<file path="src/hw/rtl/eua_pkg.sv">
`timescale 1ns / 1ps
`default_nettype none
// ----------------------------------------------------------------------------
// eua_pkg: shared types and constants for the encoder unwrap unit
// Frame and angle widths, register indexes, controller states and the
// command / status groups between controller and datapath.
// ----------------------------------------------------------------------------
package eua_pkg;

  // Encoder and frame geometry
  localparam int ANGLE_W        = 12;
  localparam int ANGLE_COUNTS   = 4096;
  localparam int FRAME_BITS     = 24;
  localparam int DIFF_W         = ANGLE_W + 2;

  localparam logic signed [FRAME_BITS-1:0] FRAME_MAX = {1'b0, {(FRAME_BITS-1){1'b1}}};
  localparam logic signed [FRAME_BITS-1:0] FRAME_MIN = {1'b1, {(FRAME_BITS-1){1'b0}}};

  localparam logic signed [DIFF_W-1:0] COUNTS_S = DIFF_W'(ANGLE_COUNTS);
  localparam logic signed [DIFF_W-1:0] HALF_S   = DIFF_W'(ANGLE_COUNTS / 2);

  // Field widths
  localparam int SPAN_W   = 23;
  localparam int AXIS_W   = 16;
  localparam int TRAVEL_W = 17;
  localparam int PROD_W   = TRAVEL_W + AXIS_W;

  localparam logic [TRAVEL_W-1:0] TRAVEL_FULL = 17'd65536;
  localparam logic [TRAVEL_W-1:0] TRAVEL_HALF = 17'd32768;
  localparam logic [AXIS_W-1:0]   AXIS_RESET  = 16'd32767;
  localparam logic [PROD_W-1:0]   ROUND_HALF  = 33'd32768;

  // Travel divider: 17 quotient bits, remainder one bit over the frame
  localparam int DIV_R_W   = FRAME_BITS + 1;
  localparam int DIV_CNT_W = 5;
  localparam logic [DIV_CNT_W-1:0] DIV_LAST = 5'd16;

  // Configuration port
  localparam int CFG_IDX_W  = 4;
  localparam int CFG_DATA_W = 23;

  typedef enum logic [CFG_IDX_W-1:0] {
    CFG_STORED_MIN = 4'd0,
    CFG_STORED_SPAN = 4'd1,
    CFG_MAX_STEP   = 4'd2,
    CFG_OUT_MIN    = 4'd3,
    CFG_OUT_MAX    = 4'd4,
    CFG_INVERT     = 4'd5,
    CFG_BTN_THR    = 4'd6,
    CFG_BTN_HYST   = 4'd7
  } cfg_idx_t;

  // How the travel fraction is formed for the current sample
  typedef enum logic [1:0] {
    TM_CENTER,
    TM_ZERO,
    TM_FULL,
    TM_DIVIDE
  } travel_mode_t;

  typedef enum logic [2:0] {
    ST_IDLE,
    ST_UNWRAP,
    ST_RANGE,
    ST_PREP,
    ST_DIV,
    ST_SCALE,
    ST_FINISH
  } state_t;

  typedef struct packed {
    logic load;
    logic unwrap;
    logic range_upd;
    logic prep;
    logic div_step;
    logic scale;
    logic finish;
  } cmd_t;

  typedef struct packed {
    logic is_sample;
    logic div_last;
    logic out_free;
  } status_t;

endpackage
`default_nettype wire

</file>
<file path="src/hw/rtl/encoder_unwrap_autocal_axis_unit.sv">
`timescale 1ns / 1ps
`default_nettype none
// ----------------------------------------------------------------------------
// encoder_unwrap_autocal_axis_unit: encoder unwrap with range autocalibration
// Input channel (in_valid/in_ready) carries one request: an angle sample
// with its read_ok flag, or a calibration reset (req_type = 1). Each
// request gives exactly one result on the output channel
// (out_valid/out_ready): axis value, Q16 travel, virtual button, range flag.
// Configuration writes use cfg_valid/cfg_ready with cfg_index/cfg_data;
// cfg_ready is always high. Write registers only while the unit is idle.
// Sequence: a good sample passes unwrap, range update, divider setup, the
// 17-step restoring divider for the travel fraction, scaling and result
// write; a failed read or calibration reset goes from unwrap straight to
// result write. One request is in flight at a time;
// in_ready is high whenever the sequencer is idle, also while a finished
// result still waits in the output register.
// A stalled receiver holds the result in the output register; the next
// request then waits at its final step until that result is taken.
// Reset (rst, synchronous) clears the frame, empties the calibration
// range, restores register defaults and sets the held output to mid-scale.
// ----------------------------------------------------------------------------
module encoder_unwrap_autocal_axis_unit import eua_pkg::*; (
  input  logic                  clk,
  input  logic                  rst,
  // configuration
  input  logic                  cfg_valid,
  output logic                  cfg_ready,
  input  logic [CFG_IDX_W-1:0]  cfg_index,
  input  logic [CFG_DATA_W-1:0] cfg_data,
  // request
  input  logic                  in_valid,
  output logic                  in_ready,
  input  logic                  req_type,
  input  logic [ANGLE_W-1:0]    raw_angle,
  input  logic                  read_ok,
  // result
  output logic                  out_valid,
  input  logic                  out_ready,
  output logic [AXIS_W-1:0]     axis_value,
  output logic [TRAVEL_W-1:0]   travel,
  output logic                  virtual_button,
  output logic                  range_valid
);

  cmd_t    cmd;
  status_t status;

  eua_ctrl u_ctrl (
    .clk      (clk),
    .rst      (rst),
    .in_valid (in_valid),
    .in_ready (in_ready),
    .status   (status),
    .cmd      (cmd)
  );

  eua_dp u_dp (
    .clk            (clk),
    .rst            (rst),
    .cfg_valid      (cfg_valid),
    .cfg_ready      (cfg_ready),
    .cfg_index      (cfg_index),
    .cfg_data       (cfg_data),
    .req_type       (req_type),
    .raw_angle      (raw_angle),
    .read_ok        (read_ok),
    .out_valid      (out_valid),
    .out_ready      (out_ready),
    .axis_value     (axis_value),
    .travel         (travel),
    .virtual_button (virtual_button),
    .range_valid    (range_valid),
    .cmd            (cmd),
    .status         (status)
  );

endmodule
`default_nettype wire

</file>
<file path="src/hw/rtl/eua_ctrl.sv">
`timescale 1ns / 1ps
`default_nettype none
// ----------------------------------------------------------------------------
// eua_ctrl: sequencing controller
// Walks one request through unwrap, range update, prep, divide, scale and
// result write (non-sample requests skip to it), one command group per state.
// ----------------------------------------------------------------------------
module eua_ctrl import eua_pkg::*; (
  input  logic    clk,
  input  logic    rst,
  input  logic    in_valid,
  output logic    in_ready,
  input  status_t status,
  output cmd_t    cmd
);

  state_t state;
  state_t state_next;

  // State register
  always_ff @(posedge clk) begin
    if (rst) begin
      state <= ST_IDLE;
    end else begin
      state <= state_next;
    end
  end

  // Next state
  always_comb begin
    state_next = state;
    unique case (state)
      ST_IDLE: begin
        if (in_valid) state_next = ST_UNWRAP;
      end
      ST_UNWRAP: begin
        state_next = status.is_sample ? ST_RANGE : ST_FINISH;
      end
      ST_RANGE:  state_next = ST_PREP;
      ST_PREP:   state_next = ST_DIV;
      ST_DIV: begin
        if (status.div_last) state_next = ST_SCALE;
      end
      ST_SCALE:  state_next = ST_FINISH;
      ST_FINISH: begin
        if (status.out_free) state_next = ST_IDLE;
      end
      default:   state_next = ST_IDLE;
    endcase
  end

  // Commands
  always_comb begin
    cmd      = '0;
    in_ready = 1'b0;
    unique case (state)
      ST_IDLE: begin
        in_ready = 1'b1;
        cmd.load = in_valid;
      end
      ST_UNWRAP: cmd.unwrap    = 1'b1;
      ST_RANGE:  cmd.range_upd = 1'b1;
      ST_PREP:   cmd.prep      = 1'b1;
      ST_DIV:    cmd.div_step  = 1'b1;
      ST_SCALE:  cmd.scale     = 1'b1;
      ST_FINISH: cmd.finish    = status.out_free;
      default: begin
        cmd      = '0;
        in_ready = 1'b0;
      end
    endcase
  end

endmodule
`default_nettype wire

</file>
<file path="src/hw/rtl/eua_dp.sv">
`timescale 1ns / 1ps
`default_nettype none
// ----------------------------------------------------------------------------
// eua_dp: unwrap, calibration range, travel divider and axis scaling
// Holds the configuration registers, the continuous frame state, a
// restoring divider for the Q16 travel and the output register.
// ----------------------------------------------------------------------------
module eua_dp import eua_pkg::*; (
  input  logic                  clk,
  input  logic                  rst,
  // configuration
  input  logic                  cfg_valid,
  output logic                  cfg_ready,
  input  logic [CFG_IDX_W-1:0]  cfg_index,
  input  logic [CFG_DATA_W-1:0] cfg_data,
  // request payload
  input  logic                  req_type,
  input  logic [ANGLE_W-1:0]    raw_angle,
  input  logic                  read_ok,
  // result
  output logic                  out_valid,
  input  logic                  out_ready,
  output logic [AXIS_W-1:0]     axis_value,
  output logic [TRAVEL_W-1:0]   travel,
  output logic                  virtual_button,
  output logic                  range_valid,
  // control
  input  cmd_t                  cmd,
  output status_t               status
);

  // Configuration registers
  logic [ANGLE_W-1:0]  stored_min_abs;
  logic [SPAN_W-1:0]   stored_span;
  logic [ANGLE_W-1:0]  max_step;
  logic [AXIS_W-1:0]   out_min;
  logic [AXIS_W-1:0]   out_max;
  logic                invert;
  logic [TRAVEL_W-1:0] button_threshold;
  logic [TRAVEL_W-1:0] button_hysteresis;

  // Frame state
  logic signed [FRAME_BITS-1:0] cont_angle;
  logic signed [FRAME_BITS-1:0] range_low;
  logic signed [FRAME_BITS-1:0] range_high;
  logic [ANGLE_W-1:0]           prev_raw;
  logic                         seeded;
  logic [AXIS_W-1:0]            held_output;
  logic [TRAVEL_W-1:0]          held_travel;
  logic                         button_latch;

  // Latched request
  logic                req_q;
  logic [ANGLE_W-1:0]  raw_q;
  logic                ok_q;
  logic                upd_range;

  // Divider and scaling
  travel_mode_t        tmode;
  logic [DIV_R_W-1:0]  div_r;
  logic [DIV_R_W-1:0]  div_d;
  logic [TRAVEL_W-1:0] div_lo;
  logic [TRAVEL_W-1:0] quo;
  logic [DIV_CNT_W-1:0] div_cnt;
  logic [TRAVEL_W-1:0] trav_q;
  logic [PROD_W-1:0]   prod;

  assign cfg_ready = 1'b1;

  // Register writes
  always_ff @(posedge clk) begin
    if (rst) begin
      stored_min_abs    <= '0;
      stored_span       <= '0;
      max_step          <= 12'd256;
      out_min           <= '0;
      out_max           <= 16'd65535;
      invert            <= 1'b0;
      button_threshold  <= 17'd49152;
      button_hysteresis <= 17'd3277;
    end else if (cfg_valid) begin
      unique case (cfg_index)
        CFG_STORED_MIN:  stored_min_abs    <= cfg_data[ANGLE_W-1:0];
        CFG_STORED_SPAN: stored_span       <= cfg_data[SPAN_W-1:0];
        CFG_MAX_STEP:    max_step          <= cfg_data[ANGLE_W-1:0];
        CFG_OUT_MIN:     out_min           <= cfg_data[AXIS_W-1:0];
        CFG_OUT_MAX:     out_max           <= cfg_data[AXIS_W-1:0];
        CFG_INVERT:      invert            <= cfg_data[0];
        CFG_BTN_THR:     button_threshold  <= cfg_data[TRAVEL_W-1:0];
        CFG_BTN_HYST:    button_hysteresis <= cfg_data[TRAVEL_W-1:0];
        default: ;
      endcase
    end
  end

  // Capture request
  always_ff @(posedge clk) begin
    if (cmd.load) begin
      req_q <= req_type;
      raw_q <= raw_angle;
      ok_q  <= read_ok;
    end
  end

  logic have_stored;
  assign have_stored = (stored_span != '0);

  // Seed values from a stored calibration
  logic [ANGLE_W-1:0]    seed_rel;
  logic [ANGLE_W:0]      seed_cont;
  logic [FRAME_BITS-1:0] seed_hi_sum;
  logic signed [FRAME_BITS-1:0] seed_hi;
  always_comb begin
    seed_rel    = raw_q - stored_min_abs;
    seed_cont   = {1'b0, stored_min_abs} + {1'b0, seed_rel};
    seed_hi_sum = FRAME_BITS'(stored_min_abs) + FRAME_BITS'(stored_span);
    seed_hi     = seed_hi_sum[FRAME_BITS-1] ? FRAME_MAX : $signed(seed_hi_sum);
  end

  // Unwrap the seam and saturate the frame
  logic signed [DIFF_W-1:0]     d_raw;
  logic signed [DIFF_W-1:0]     d_wrap;
  logic [DIFF_W-1:0]            d_mag;
  logic                         step_ok;
  logic signed [FRAME_BITS:0]   cont_sum;
  logic signed [FRAME_BITS-1:0] cont_sat;
  always_comb begin
    d_raw = $signed({2'b00, raw_q}) - $signed({2'b00, prev_raw});
    if (d_raw > HALF_S) begin
      d_wrap = d_raw - COUNTS_S;
    end else if (d_raw < -HALF_S) begin
      d_wrap = d_raw + COUNTS_S;
    end else begin
      d_wrap = d_raw;
    end
    d_mag    = d_wrap[DIFF_W-1] ? $unsigned(-d_wrap) : $unsigned(d_wrap);
    step_ok  = (d_mag <= {2'b00, max_step});
    cont_sum = {cont_angle[FRAME_BITS-1], cont_angle}
             + {{(FRAME_BITS+1-DIFF_W){d_wrap[DIFF_W-1]}}, d_wrap};
    if (cont_sum[FRAME_BITS] != cont_sum[FRAME_BITS-1]) begin
      cont_sat = cont_sum[FRAME_BITS] ? FRAME_MIN : FRAME_MAX;
    end else begin
      cont_sat = cont_sum[FRAME_BITS-1:0];
    end
  end

  // Travel setup: numerator, span and end cases
  logic signed [FRAME_BITS:0] num;
  logic signed [FRAME_BITS:0] den_full;
  logic [FRAME_BITS-1:0]      den;
  logic                       has_range;
  always_comb begin
    num       = {cont_angle[FRAME_BITS-1], cont_angle} - {range_low[FRAME_BITS-1], range_low};
    den_full  = {range_high[FRAME_BITS-1], range_high} - {range_low[FRAME_BITS-1], range_low};
    den       = den_full[FRAME_BITS-1:0];
    has_range = (range_high > range_low);
  end

  // One restoring divide step
  logic [DIV_R_W:0] div_rs;
  logic [DIV_R_W:0] div_diff;
  logic             div_ge;
  always_comb begin
    div_rs   = {div_r, div_lo[TRAVEL_W-1]};
    div_diff = div_rs - {1'b0, div_d};
    div_ge   = (div_rs >= {1'b0, div_d});
  end

  // Final travel and scale product
  logic [TRAVEL_W-1:0] t_sel;
  logic [TRAVEL_W-1:0] t_fin;
  logic                out_up;
  logic [AXIS_W-1:0]   out_span;
  always_comb begin
    case (tmode)
      TM_ZERO:   t_sel = '0;
      TM_FULL:   t_sel = TRAVEL_FULL;
      TM_DIVIDE: t_sel = quo;
      default:   t_sel = TRAVEL_HALF;
    endcase
    t_fin    = invert ? (TRAVEL_FULL - t_sel) : t_sel;
    out_up   = (out_max >= out_min);
    out_span = out_up ? (out_max - out_min) : (out_min - out_max);
  end

  // Result values and button
  logic [PROD_W-1:0]     prod_rnd;
  logic [AXIS_W-1:0]     inc;
  logic [AXIS_W-1:0]     out_new;
  logic                  is_sample;
  logic [TRAVEL_W-1:0]   trav_final;
  logic [AXIS_W-1:0]     axis_final;
  logic signed [TRAVEL_W:0] off_lim;
  logic                  latch_final;
  always_comb begin
    prod_rnd   = prod + ROUND_HALF;
    inc        = prod_rnd[AXIS_W+AXIS_W-1:AXIS_W];
    out_new    = out_up ? (out_min + inc) : (out_min - inc);
    is_sample  = !req_q && ok_q;
    trav_final = is_sample ? trav_q : held_travel;
    axis_final = is_sample ? out_new : held_output;
    off_lim    = $signed({1'b0, button_threshold}) - $signed({1'b0, button_hysteresis});
    if (button_latch) begin
      latch_final = !($signed({1'b0, trav_final}) < off_lim);
    end else begin
      latch_final = (trav_final >= button_threshold);
    end
  end

  // Frame state updates
  always_ff @(posedge clk) begin
    if (rst) begin
      cont_angle   <= '0;
      range_low    <= FRAME_MAX;
      range_high   <= FRAME_MIN;
      prev_raw     <= '0;
      seeded       <= 1'b0;
      upd_range    <= 1'b0;
      held_output  <= AXIS_RESET;
      held_travel  <= TRAVEL_HALF;
      button_latch <= 1'b0;
    end else begin
      if (cmd.unwrap) begin
        upd_range <= 1'b0;
        if (req_q) begin
          range_low  <= FRAME_MAX;
          range_high <= FRAME_MIN;
          seeded     <= 1'b0;
        end else if (ok_q) begin
          if (!seeded) begin
            if (have_stored) begin
              cont_angle <= $signed(FRAME_BITS'(seed_cont));
              range_low  <= $signed(FRAME_BITS'(stored_min_abs));
              range_high <= seed_hi;
            end else begin
              cont_angle <= $signed(FRAME_BITS'(raw_q));
            end
            prev_raw <= raw_q;
            seeded   <= 1'b1;
          end else if (step_ok) begin
            cont_angle <= cont_sat;
            prev_raw   <= raw_q;
            upd_range  <= !have_stored;
          end
        end
      end
      // Grow the observed range
      if (cmd.range_upd && upd_range) begin
        if (cont_angle < range_low)  range_low  <= cont_angle;
        if (cont_angle > range_high) range_high <= cont_angle;
      end
      // Commit held values and button
      if (cmd.finish) begin
        held_travel  <= trav_final;
        held_output  <= axis_final;
        button_latch <= latch_final;
      end
    end
  end

  // Divider and scaling registers
  always_ff @(posedge clk) begin
    if (cmd.prep) begin
      if (!has_range) begin
        tmode <= TM_CENTER;
      end else if (num[FRAME_BITS] || (num == '0)) begin
        tmode <= TM_ZERO;
      end else if (num[FRAME_BITS-1:0] >= den) begin
        tmode <= TM_FULL;
      end else begin
        tmode <= TM_DIVIDE;
      end
      div_d   <= {den, 1'b0};
      div_r   <= {1'b0, num[FRAME_BITS-1:0]}
               + DIV_R_W'(den[FRAME_BITS-1:TRAVEL_W]);
      div_lo  <= den[TRAVEL_W-1:0];
      quo     <= '0;
      div_cnt <= '0;
    end
    if (cmd.div_step) begin
      div_r   <= div_ge ? div_diff[DIV_R_W-1:0] : div_rs[DIV_R_W-1:0];
      quo     <= {quo[TRAVEL_W-2:0], div_ge};
      div_lo  <= {div_lo[TRAVEL_W-2:0], 1'b0};
      div_cnt <= div_cnt + 1'b1;
    end
    if (cmd.scale) begin
      trav_q <= t_fin;
      prod   <= PROD_W'(t_fin) * PROD_W'(out_span);
    end
  end

  // Output register
  always_ff @(posedge clk) begin
    if (rst) begin
      out_valid <= 1'b0;
    end else if (cmd.finish) begin
      out_valid <= 1'b1;
    end else if (out_ready) begin
      out_valid <= 1'b0;
    end
  end

  always_ff @(posedge clk) begin
    if (cmd.finish) begin
      axis_value     <= axis_final;
      travel         <= trav_final;
      virtual_button <= latch_final;
      range_valid    <= (range_high > range_low);
    end
  end

  // Status to controller
  always_comb begin
    status.is_sample = is_sample;
    status.div_last  = (div_cnt == DIV_LAST);
    status.out_free  = !out_valid || out_ready;
  end

endmodule
`default_nettype wire
</file>
<file path="config.mk">
export PLATFORM = sky130hd
export DESIGN_NAME = encoder_unwrap_autocal_axis_unit
export DESIGN_NICKNAME = d
export VERILOG_FILES = /design/src/hw/rtl/eua_pkg.sv /design/src/hw/rtl/encoder_unwrap_autocal_axis_unit.sv /design/src/hw/rtl/eua_ctrl.sv /design/src/hw/rtl/eua_dp.sv
export SDC_FILE = /design/constraint.sdc
export NUM_CORES = 2
export LEC_CHECK = 0
export ABC_AREA = 1
export BUFFER_PORTS_ARGS = -buffer_cell sky130_fd_sc_hd__buf_2
export CORE_ASPECT_RATIO = 1.1
export CORE_MARGIN = 3
export CORE_UTILIZATION = 65
export DETAILED_ROUTE_END_ITERATION = 16
export PLACE_DENSITY = 0.88
export SLEW_MARGIN = 40
export SYNTH_ARGS = -nofsm -noshare
export SYNTH_HDL_FRONTEND = slang
export SYNTH_SLANG_ARGS = --single-unit
</file>
<file path="constraint.sdc">
create_clock -name clk -period 9.55 [get_ports clk]
set_input_delay 0.4775 -clock clk [delete_from_list [all_inputs] [get_ports clk]]
set_output_delay 0.4775 -clock clk [all_outputs]
set_load 0.01 [all_outputs]
</file>
==> out/qor.yml <==
p_leak_nw: 21.7
wirelength_mm: 124
clockBufferDepth: 3
drc: 0
fin_crit_sh: 0.873
crit_fanout: 28
ys_seq_area_frac: 0.241
grt_pass1_vias: 37672
ys.flop_type: "dfxtp_1"
io_buffers: 82
synthesis.area_um2: 41300
drtPass1Iterations: 7
ant_nets: 0
std_cell_rows: 96
cts_tree: "done"
critPathKind: "reg -> reg"
max_stage_delay_ns: 0.67
ys_types: 68
syn_area_per_cell_um2: 7.25
ys_seq_elements: 411
synth_nets: 6367
cts-resized-gates: 0
relSlewSlack: 0.338
finish.utilization: 0.704
cp-end-kind: "flip-flop"
cts_setup_buffers: 0
die_x_um: 246
ios: 84
cp-start-kind: "flip-flop"
cp.required_ns: 9.91
area_growth_pct: 6.79
post-dp-hpwl_mm: 96.6
cts_buffers: 47
hp-class: "in -> reg"
wl_per_cell_um: 18.8
numClockSinks: 411
final_layout_size_suffix_gt1_frac: 0.0672
slew_viol_final: 0
drt_iter0_drc: 3423
routed_via_density: 5.84
start_util: 0.660
cap_violations: 0
cts.clk_slew.worst_paths_ns: 0.06
worst_pin_slew_ns: 0.983
crit_buf_inv: 7
cpMostUsedCell: "fa_1"
die-area_um2: 66600
synthArstFlopShare: 0
clk_latency_ns: 0.63
dieHeight_um: 270
place_congestion: 1.01
fin_tns_setup_ns: 0
htree_levels: 2
cts_root_buffer: "clkbuf_16"
setup_viol: 0
cts_hold_buf: 0
grt_antenna_before_repair: 1
grt_setup_unrepaired: "false"
grt_pass1_wl_mm: 197
ir_drop_v: 0.000315
crit_arrival_ns: 8.70
fin_nets: 6396
status: "complete, no violations"
core_area_um2: 62600
fmax_ghz: 0.120
final.min_clock_period_ns: 8.34
worst_hold_slack_ns: 0.0259
skew_ns: 0.0411
ys_warn_count: 0
cpLargestDelayFamily: "adder cells"
synth_edf_count: 172
overflow: 0
grt_max_degree: 98
hold_viol: 0
power_density_nw_per_um2: 204
track_usage: 0.371
crit_path_top_delay_cell: "xor2_2"
num_vias: 38509
syn_inst: 5693
[routing by layer]
metal	routed length [um]	vias up	GRT usage	share of wire
li1	-	18484	-	-
met1	47800	17787	0.460	0.38
met2	57300	1758	0.609	0.46
met3	10700	480	0.0632	0.086
met4	8460	0	0.213	0.068
met5	0	-	0	0
[where the power goes]
group	total [mW]	switching, mW	internal (mW)
combinational	4.83	3.15	1.68
sequential	2.20	0.120	2.08
clock	1.96	0.822	1.14
[final timing paths]
check                      startpoint  depth (start not counted)                   to  slack (ns)
setup / recovery      u_dp.out_min[0]                         33        u_dp.prod[29]        1.21
hold / removal          raw_angle[10]                          1       u_dp.raw_q[10]        0.03
setup reg to reg      u_dp.out_min[0]                         33        u_dp.prod[29]        1.21
hold reg to reg   u_dp.held_travel[1]                          2  u_dp.held_travel[1]        0.45
[cell type report]
cell class	count	area, um^2
Multi-Input combinational cell	4159	27000
Fill cell	5231	18500
Sequential cell	411	9950
Inverter	983	3700
Clock buffer	67	1320
Tap cell	833	1040
Timing Repair Buffer	120	712
Clock inverter	21	344
Antenna cell	1	2.50
[metrics by stage]
| stage | worst slack [ns] | cells | total power, mW | area [um^2] |
|---|---|---|---|---|
| final | 1.21 | 6595 | 9.00 | 44100 |
| after detailed placement | 1.41 | 6505 | 6.97 | 42400 |
| after global placement | 1.50 | 6505 | 6.86 | 42300 |
| after floorplan | 2.49 | 5693 | 5.70 | 41300 |
| after global routing | 0.756 | 6594 | 9.71 | 44100 |
| after CTS | 1.31 | 6593 | 8.96 | 44000 |
[layout by cell type (no fill, tap or decap), types with 82 or more instances in the layout]
cell	synthesis	routed
nand2_1	1237	1235
dfxtp_1	239	239
edfxtp_1	172	172
nand3_1	255	255
o21ai_0	394	391
ha_1	409	409
fa_1	219	219
nor2_1	476	472
buf_2	30	82
a21oi_1	472	472
xor2_1	137	136
inv_1	937	932
[worst register-to-register path, delay by kind of cell (launching register included)]
family | cells | cell delay (ns)
adders and majority gates | 9 | 4.20
AOI/OAI and AO/OA | 5 | 1.07
xor gates and xnor gates | 1 | 0.67
buffers and inverters | 7 | 0.62
DFF | 1 | 0.38
and+or+nand+nor | 11 | 1.13
[flip-flops by register name (all words and copies together) (netlist names), 16 cells and up]
| name | flops |
|---|---|
| u_dp.axis_value | 16 |
| u_dp.button_hysteresis | 17 |
| u_dp.button_threshold | 17 |
| u_dp.cont_angle | 24 |
| u_dp.div_d | 24 |
| u_dp.div_lo | 17 |
| u_dp.div_r | 25 |
| u_dp.held_output | 16 |
| u_dp.held_travel | 17 |
| u_dp.out_max | 16 |
| u_dp.out_min | 16 |
| u_dp.prod | 17 |
| u_dp.quo | 17 |
| u_dp.range_high | 24 |
| u_dp.range_low | 24 |
| u_dp.stored_span | 23 |
| u_dp.trav_q | 17 |
| u_dp.travel | 17 |
[cell families after synthesis]
| family | count (synthesis) | synth area share |
|---|---|---|
| compound gates | 1079 | 0.143 |
| fa+ha+maj | 628 | 0.230 |
| flops | 411 | 0.241 |
| other cells | 1 | 0.0000909 |
| buf+inv | 1123 | 0.106 |
| xor+xnor | 214 | 0.0479 |
| simple gates | 2237 | 0.232 |
[synthesized netlist by cell type (8+ instances only)]
cell      instances  area [um^2]
inv_1           937         3520
or2_2            16          100
ha_1            409         5120
o21ai_1          25          125
a21oi_1         472         2360
dfxtp_1         239         4780
nand2_2          35          219
nor4_1           17          106
clkbuf_1         86          323
a21o_1           18          135
nand3_2          10          100
o211ai_1         48          360
nand2_1        1237         4640
xnor2_1          65          569
xor2_2            8          130
o21a_1           18          135
fa_1            219         4380
nand4_1          70          438
nor2_2           19          119
nand3_1         255         1280
a31oi_1          25          156
nor3_1           53          265
a21boi_0          8         60.1
xor2_1          137         1200
nor2_1          476         1790
o21ai_0         394         1970
inv_2            39          146
o21bai_1         23          173
nand2_4          14          158
buf_4             9         67.6
edfxtp_1        172         5160
buf_2            30          150
buf_6             9          101
a21oi_2          10         87.6
(Power assumes the default switching activity.)
